$ cat config.mk
export PLATFORM = sky130hd
export DESIGN_NAME = poly1305_mac
export DESIGN_NICKNAME = d
export VERILOG_FILES = /design/src/rtl/p1305_pkg.sv /design/src/rtl/p1305_mac_unit.sv /design/src/rtl/poly1305_mac.sv
export SDC_FILE = /design/constraint.sdc
export NUM_CORES = 2
export LEC_CHECK = 0
export BUFFER_PORTS_ARGS = -buffer_cell sky130_fd_sc_hd__buf_2
export CORE_ASPECT_RATIO = 2
export CORE_MARGIN = 3
export CORE_UTILIZATION = 55
export DETAILED_ROUTE_END_ITERATION = 8
export GPL_TIMING_DRIVEN = 0
export PLACE_DENSITY = 0.72
export SLEW_MARGIN = 20
export SYNTH_ARGS = -nofsm -noshare
export SYNTH_HDL_FRONTEND = slang
export SYNTH_SLANG_ARGS = --single-unit
$ cat constraint.sdc
create_clock -name clk -period 19.2 [get_ports clk]
set_input_delay 0.96 -clock clk [delete_from_list [all_inputs] [get_ports clk]]
set_output_delay 0.96 -clock clk [all_outputs]
set_load 0.005 [all_outputs]
$ cat src/rtl/p1305_pkg.sv
`default_nettype none
// ----------------------------------------------------------------------------
// Poly1305 package
// Shared types and codes for the Poly1305 authenticator.
// ----------------------------------------------------------------------------
package p1305_pkg;

	localparam int unsigned LimbW = 26;
	localparam int unsigned NumLimbs = 5;

	typedef logic [LimbW-1:0] limb_t;
	typedef logic [129:0] acc_t;

	typedef enum logic [1:0] {
		REG_R_LOW  = 2'd0,
		REG_R_HIGH = 2'd1,
		REG_S_LOW  = 2'd2,
		REG_S_HIGH = 2'd3
	} reg_idx_t;

	typedef enum logic [2:0] {
		ST_IDLE,
		ST_MUL,
		ST_FOLD,
		ST_FINAL,
		ST_TAG
	} state_t;

endpackage
`default_nettype wire

$ cat src/rtl/p1305_mac_unit.sv
`default_nettype none
// ----------------------------------------------------------------------------
// Poly1305 multiply-accumulate unit
// One 28x29 bit multiplier; sums five partial products into one column per
// step under control of the sequencer.
// ----------------------------------------------------------------------------
module p1305_mac_unit
	import p1305_pkg::*;
(
	input  wire logic        clk,
	input  wire logic        clear,
	input  wire logic        en,
	input  wire logic [27:0] a,
	input  wire logic [28:0] b,
	output logic      [63:0] sum
);

	logic [56:0] prod;
	logic [63:0] sum_q;

	assign prod = {29'd0, a} * {28'd0, b};
	assign sum  = sum_q;

	always_ff @(posedge clk) begin
		if (clear) begin
			sum_q <= 64'd0;
		end else if (en) begin
			sum_q <= sum_q + {7'd0, prod};
		end
	end

endmodule
`default_nettype wire

$ cat src/rtl/poly1305_mac.sv
`default_nettype none
// ----------------------------------------------------------------------------
// Poly1305 one-time authenticator over one shared 28x29 multiplier.
// Each block runs through accept, 5 columns of 5 products plus a carry step,
// fold and final reduce; the tag is then formed, straight from accept if the last block is empty.
// A new block is taken only once the previous one is done; input waits while a tag is held.
// Reset clears the key registers, the accumulator and all handshake state.
// ----------------------------------------------------------------------------
module poly1305_mac
	import p1305_pkg::*;
(
	input  wire logic         clk,
	input  wire logic         arst_n,
	input  wire logic         cfg_valid,
	output logic              cfg_ready,
	input  wire logic [1:0]   cfg_index,
	input  wire logic [63:0]  cfg_data,
	input  wire logic         s_tvalid,
	output logic              s_tready,
	input  wire logic [135:0] s_tdata,  // block_low, block_high, byte_count, pad
	input  wire logic         s_tlast,  // last
	output logic              m_tvalid,
	input  wire logic         m_tready,
	output logic      [127:0] m_tdata   // tag_low, tag_high
);

	logic [63:0] r_low_q, r_high_q, s_low_q, s_high_q;
	acc_t acc_q;
	logic [130:0] h_q;
	logic last_q;
	state_t state_q, state_d;
	logic [2:0] col_q, term_q;
	logic [127:0] tag_q;
	logic [63:0] carry_q;
	limb_t d_q [NumLimbs];

	logic [129:0] rc;
	limb_t r_l [NumLimbs];
	logic [27:0] h_l [NumLimbs];
	assign rc = {2'b00, r_high_q & 64'h0ffffffc0ffffffc, r_low_q & 64'h0ffffffc0fffffff};
	always_comb begin
		for (int i = 0; i < NumLimbs; i++) begin
			r_l[i] = rc[i*26 +: 26];
			h_l[i] = (i == 4) ? {1'b0, h_q[130:104]} : {2'b00, h_q[i*26 +: 26]};
		end
	end

	// column col: sum over term j of h[j]*r[col-j] (or 5*r[col-j+5])
	logic [2:0] ri;
	logic wrap;
	logic [28:0] bop;
	always_comb begin
		wrap = term_q > col_q;
		ri = wrap ? 3'(col_q + 3'd5 - term_q) : 3'(col_q - term_q);
		bop = wrap ? {3'd0, r_l[ri]} * 29'd5 : {3'd0, r_l[ri]};
	end

	logic mac_clear, mac_en;
	logic [63:0] col_sum;
	p1305_mac_unit u_mac (
		.clk(clk), .clear(mac_clear), .en(mac_en),
		.a(h_l[term_q]), .b(bop), .sum(col_sum)
	);

	// block pad and mask
	logic [4:0] cnt;
	logic [127:0] mask;
	logic [130:0] blk;
	always_comb begin
		cnt = (s_tdata[132:128] > 5'd16) ? 5'd16 : s_tdata[132:128];
		mask = (cnt == 5'd16) ? '1 : ((128'd1 << {cnt, 3'b000}) - 128'd1);
		blk = {3'd0, s_tdata[127:0] & mask} | (131'd1 << {cnt, 3'b000});
	end

	logic accept;
	assign s_tready = (state_q == ST_IDLE) && !m_tvalid;
	assign cfg_ready = (state_q == ST_IDLE);
	assign accept = s_tvalid && s_tready;
	assign m_tdata = tag_q;

	logic [63:0] csum;
	assign csum = col_sum + carry_q;

	// fold the top carry back in, then subtract p if needed
	logic [130:0] hn, fold;
	logic [131:0] g;
	always_comb begin
		hn = '0;
		for (int i = 0; i < NumLimbs; i++) hn[i*26 +: 26] = d_q[i];
		fold = {1'b0, hn[129:0]} + 131'(carry_q) * 131'd5;
		g = {1'b0, acc_q} + 132'd5;
	end

	always_comb begin
		state_d = state_q;
		mac_clear = 1'b0;
		mac_en = 1'b0;
		case (state_q)
			ST_IDLE: begin
				mac_clear = 1'b1;
				if (accept) begin
					if (cnt != 5'd0) state_d = ST_MUL;
					else if (s_tlast) state_d = ST_TAG;
				end
			end
			ST_MUL: begin
				mac_en = (term_q != 3'd5);
				mac_clear = (term_q == 3'd5);
				if (term_q == 3'd5 && col_q == 3'd4) state_d = ST_FOLD;
			end
			ST_FOLD: state_d = ST_FINAL;
			ST_FINAL: state_d = last_q ? ST_TAG : ST_IDLE;
			ST_TAG: state_d = ST_IDLE;
			default: state_d = ST_IDLE;
		endcase
	end

	always_ff @(posedge clk or negedge arst_n) begin
		if (!arst_n) begin
			state_q <= ST_IDLE;
			r_low_q <= '0; r_high_q <= '0; s_low_q <= '0; s_high_q <= '0;
			acc_q <= '0;
			m_tvalid <= 1'b0;
			col_q <= '0; term_q <= '0; carry_q <= '0; last_q <= 1'b0;
		end else begin
			state_q <= state_d;
			if (m_tvalid && m_tready) m_tvalid <= 1'b0;
			if (cfg_valid && cfg_ready) begin
				case (reg_idx_t'(cfg_index))
					REG_R_LOW:  r_low_q <= cfg_data;
					REG_R_HIGH: r_high_q <= cfg_data;
					REG_S_LOW:  s_low_q <= cfg_data;
					REG_S_HIGH: s_high_q <= cfg_data;
					default: ;
				endcase
			end
			case (state_q)
				ST_IDLE: begin
					if (accept) begin
						h_q <= {1'b0, acc_q} + ((cnt == 5'd0) ? 131'd0 : blk);
						last_q <= s_tlast;
						col_q <= '0; term_q <= '0; carry_q <= '0;
					end
				end
				ST_MUL: begin
					if (term_q == 3'd5) begin
						// close column: keep 26 bits, carry the rest
						d_q[col_q] <= csum[25:0];
						carry_q <= {26'd0, csum[63:26]};
						term_q <= '0;
						col_q <= col_q + 3'd1;
					end else begin
						term_q <= term_q + 3'd1;
					end
				end
				ST_FOLD: acc_q <= fold[129:0] + 130'(fold[130]) * 130'd5;
				ST_FINAL: if (g[130]) acc_q <= g[129:0];
				ST_TAG: begin
					tag_q <= acc_q[127:0] + {s_high_q, s_low_q};
					m_tvalid <= 1'b1;
					acc_q <= '0;
				end
				default: ;
			endcase
		end
	end

endmodule
`default_nettype wire
==> results.yml, run 1 <==
status:
  status: "stopped before the end"
  stop_stage: "5_1_grt"
  first-error: "[ERROR GRT-0116] Global routing finished with congestion. Check the congestion regions in the DRC Viewer."
clocking:
  root_buffer: "clkbuf_16"
  cts_resized: 10
  htreeDepth: 3
  cts_buffers: 78
  clock-sinks: 866
  ctsLongestPathBuffers: 3
  post_cts_buffers: 0
  hold_buffers: 0
grt:
  grt_max_degree: 109
  grt_pass1_vias: 96188
  grt_pass1_wl_mm: 763
  grt_usage: 0.639
  grt_overflow: 21
floorplanning:
  std_cell_rows: 210
  die_w_um: 294
  io-pin-count: 339
  start_util: 0.555
  die_h_um: 582
placed_design:
  place_hpwl_mm: 389
  place_congestion: 1.26
  io_buffers: 333
  dp_cells: 12781
synth:
  ys.flop_type: "dfrtp_1"
  ys_ff_latch: 866
  syn_avg_cell_area_um2: 8.87
  yosys_warnings: 0
  synth.distinct_cells: 112
  async_flop_share: 0.477
  netlist_instances: 10280
  seq_area_frac_synth: 0.255
  synth_fp_nets: 11941
  synth_edf_count: 389
  syn_area_um2: 91200
==> Yosys cell counts, drive strengths merged, types with 29 or more instances <==
library cell     n  share of area
mux2           239          0.030
nor3b           29         0.0024
or3             46         0.0032
o211ai          60         0.0049
or4             31         0.0027
nor2b          127         0.0087
fa             771           0.17
ha             682          0.094
buf             59         0.0030
o21a            87         0.0072
edfxtp         389           0.13
a31oi           76         0.0052
o31ai           45         0.0039
nand2         1026          0.042
dfrtp          413           0.11
or2             51         0.0035
o21bai          91         0.0077
o21ai          470          0.026
and2           124         0.0085
nor4            82         0.0061
nand4          209          0.014
xor2           223          0.021
and3            90         0.0062
a21o           295          0.024
nor2           876          0.036
nor3           165         0.0093
nand2b          91         0.0062
xnor2          367          0.035
inv           1229          0.051
a211oi          51         0.0046
clkbuf         438          0.018
dfxtp           64          0.014
nand3          203          0.011
a21oi          656          0.036
mux2i           39         0.0043
==> through the flow <==
step / area (um2) / TNS (ns) / hold slack, ns / setup slack (ns)
2_1_floorplan: 91200 / 0 / 0.432 / 4.88
3_3_place_gp: 95500 / -12.67 / 0.445 / -1.57
3_5_place_dp: 96500 / -15.27 / 0.458 / -1.67
4_1_cts: 99200 / 0 / 0.139 / 0.00503
==> cell families after synthesis <==
logic type	after synthesis	share of synthesized area
AO/OA/AOI/OAI	2128	0.149
flip-flops	866	0.255
XOR/XNOR	590	0.0567
multiplexers	286	0.0358
buffers and inverters	1727	0.0717
adder cells (fa/ha/maj)	1453	0.263
AND/OR/NAND/NOR	3230	0.169
==> layer usage <==
layer / overflow / track usage
met1: 0 / 0.597
met2: 14 / 0.882
met3: 0 / 0.389
met4: 7 / 0.737
met5: 0 / 0.0824
==> inputs of run 2 (changes only) <==
- CORE_ASPECT_RATIO: 2 -> not set
- CORE_UTILIZATION: 55 -> 40
- PLACE_DENSITY: 0.72 -> not set
- PLACE_DENSITY_LB_ADDON: not set -> 0.15
==> run 2 against run 1 <==
The run now ends clean. Area after synthesis unchanged. Synthesized cell count unchanged.
==> results.yml, run 2 <==
status:
  status: "finished, final reports clean"
placed_design:
  place_congestion: 1.08
  dp_cells: 13663
  dp_slack_ns: -1.36
  io_buffers: 333
  place_hpwl_mm: 367
synth:
  synth_edf_count: 389
  synth_commonest_cells: "inv_1 (1228), nand2_1 (1025), nor2_1 (876), fa_1 (771), ha_1 (682)"
  netlist_instances: 10280
  ys_ff_latch: 866
  seq_area_frac_synth: 0.255
  synth_area_leaders: "fa_1 (17%), edfxtp_1 (13%), dfrtp_1 (11%)"
  yosysTopAreaCell: "fa_1"
  ys.flop_type: "dfrtp_1"
  synth_top_area_frac: 0.169
  synth.most_common_cell: "inv_1"
  synth_fp_nets: 11941
  async_flop_share: 0.477
  synth.distinct_cells: 112
  yosys_warnings: 0
  syn_area_um2: 91200
  syn_avg_cell_area_um2: 8.87
sta:
  worst_pin_slew_ns: 1.29
  relSlewSlack: 0.131
  whs_ns: 0.0454
  finalHoldViolCount: 0
  drv_slew: 0
  fin_setup_tns_ns: 0
  setup_ws_ns: 0.787
  fmax_mhz: 54.3
  final-setup-viol-count: 0
  rsz0062_at_grt: "no"
  finClkSkew_ns: 0.109
  period_minus_slack_ns: 18.41
  period_share: 0.959
clocking:
  clock-sinks: 866
  post_cts_buffers: 0
  root_buffer: "clkbuf_16"
  clk_pin_slew_ns: 0.06
  clkLatencyLatePin_ns: 0.81
  htreeDepth: 3
  ctsLongestPathBuffers: 3
  cts_tree: "built"
  cts_buffers: 107
setup_path:
  endpoint_kind: "flop"
  r2r-start: "term_q[1]$_DFFE_PN0P_"
  cp_max_fo: 11
  crit_slowest_cell: "fa_1"
  rr_endpoint: "u_mac.sum[62]$_SDFFE_PP0P_"
  slowest_delay_ns: 0.88
  rr_worst_depth: 61
  crit_path_end: "u_mac.sum[62]$_SDFFE_PP0P_"
  critPathLaunchType: "flop"
  startpoint: "term_q[1]$_DFFE_PN0P_"
  r2r_slack_ns: 0.79
  cp_data_required_time_ns: 19.84
  path_class: "flop to flop"
  cp.arrival_ns: 19.06
final_layout:
  drive_gt1_frac: 0.0953
  finalNetCount: 12440
  syn_to_final_growth_pct: 11.5
  mostFrequentLayoutCell: "inv_1"
  largest_register_ffs: 131
  regMostFlops: "h_q"
  top_regs: "h_q: 131 flops, acc_q: 130 flops, d_q: 130 flops"
  layout_common_cells: "inv_1 (1227), nand2_1 (1024), nor2_1 (871)"
  final_cells: 13910
detailed_routing:
  drtIter0Drc: 9018
  routed_wl_mm: 438
  avgViaCountPerCell: 5.92
  num_vias: 82381
  ant_nets: 0
  drc: 0
  firstDrtPassIters: 6
  wl_per_cell_um: 31.5
floorplanning:
  die_w_um: 483
  core_area_um2: 226000
  start_util: 0.404
  die_h_um: 483
  io-pin-count: 339
  std_cell_rows: 174
  die_area_um2: 234000
hold_path:
  min_path_type: "input pin to async pin"
grt:
  antenna_found_initial: 84
  grt_pass1_wl_mm: 611
  grt_overflow: 0
  grt_max_degree: 91
  grt_pass1_vias: 80183
  grt_usage: 0.366
power:
  ir_worst_vdd_v: 0.000608
  fin_total_pwr_mw: 20.1
  power_density_nw_per_um2: 197
  leakage_nw: 47.0
flow_run:
  cap_viol_max_count: 0
==> run 2: cell counts after synthesis <==
Identical to the previous run, type by type.
==> run 2: worst max-delay path, delay by kind of cell (launching register included) <==
family,cells,cell delay (ns)
AOI/OAI and AO/OA,24,6.45
xor gates and xnor gates,3,0.89
adders and majority gates,12,5.48
buffers and inverters,15,4.02
DFF,1,0.41
and+or+nand+nor,7,1.05
==> run 2: what timing repair did <==
action	in CTS	in global routing
pin swaps	0	0
hold buffers	0	0
resized for setup	8	30
setup endpoints to repair	23	27
==> run 2: routing by layer <==
| layer | GRT usage | routed length, um | vias up |
|---|---|---|---|
| li1 | - | - | 36116 |
| met1 | 0.499 | 183000 | 41421 |
| met3 | 0.0844 | 42200 | 754 |
| met5 | 0.00592 | 333 | - |
| met2 | 0.541 | 185000 | 4066 |
| met4 | 0.192 | 27000 | 24 |
==> run 2: final cells by class <==
class / count / area, um2
tap: 2992 / 3740
inverter: 1230 / 4620
multi-input combinational: 7687 / 61800
antenna: 46 / 115
clock inverter: 71 / 797
timing repair buffer: 391 / 2510
clock buffer: 131 / 2870
sequential: 866 / 23300
fill: 22349 / 124000
buffer: 496 / 1940
==> run 2: worst min path at each step <==
stage,start,to
3_5_place_dp,u_mac.sum[52]$_SDFFE_PP0P_,u_mac.sum[52]$_SDFFE_PP0P_
4_1_cts,arst_n,s_low_q[29]$_DFFE_PN0P_
6_report,arst_n,s_low_q[29]$_DFFE_PN0P_
2_1_floorplan,u_mac.sum[52]$_SDFFE_PP0P_,u_mac.sum[52]$_SDFFE_PP0P_
3_3_place_gp,u_mac.sum[52]$_SDFFE_PP0P_,u_mac.sum[52]$_SDFFE_PP0P_
5_1_grt,arst_n,s_low_q[29]$_DFFE_PN0P_
==> run 2: metrics by stage <==
| stage | util | cell area [um2] |
|---|---|---|
| 6_report | 0.450 | 102000 |
| 5_1_grt | 0.450 | 102000 |
| 4_1_cts | 0.450 | 102000 |
| 3_5_place_dp | 0.433 | 97800 |
| 3_3_place_gp | 0.428 | 96600 |
| 2_1_floorplan | - | 91200 |
==> run 2: logic make-up (layout without fill, tap and decap cells) <==
group	count (synthesis)	count (layout)	share of synthesized area
buf+inv	1727	2319	0.0717
other cells	0	46	0
xor+xnor	590	590	0.0567
mux	286	286	0.0358
flops	866	866	0.255
compound gates	2128	2128	0.149
fa+ha+maj	1453	1453	0.263
simple gates	3230	3230	0.169
==> run 2: where the power goes <==
group          switching, mW  leakage [nW]  internal [mW]  total, mW
Clock                  0.932          1.79           1.22       2.16
Sequential            0.0921          9.19           2.08       2.17
Combinational           9.99          36.0           5.73       15.7
Total                   11.0          47.0           9.04       20.1
Power figures use the tool's default switching activity.
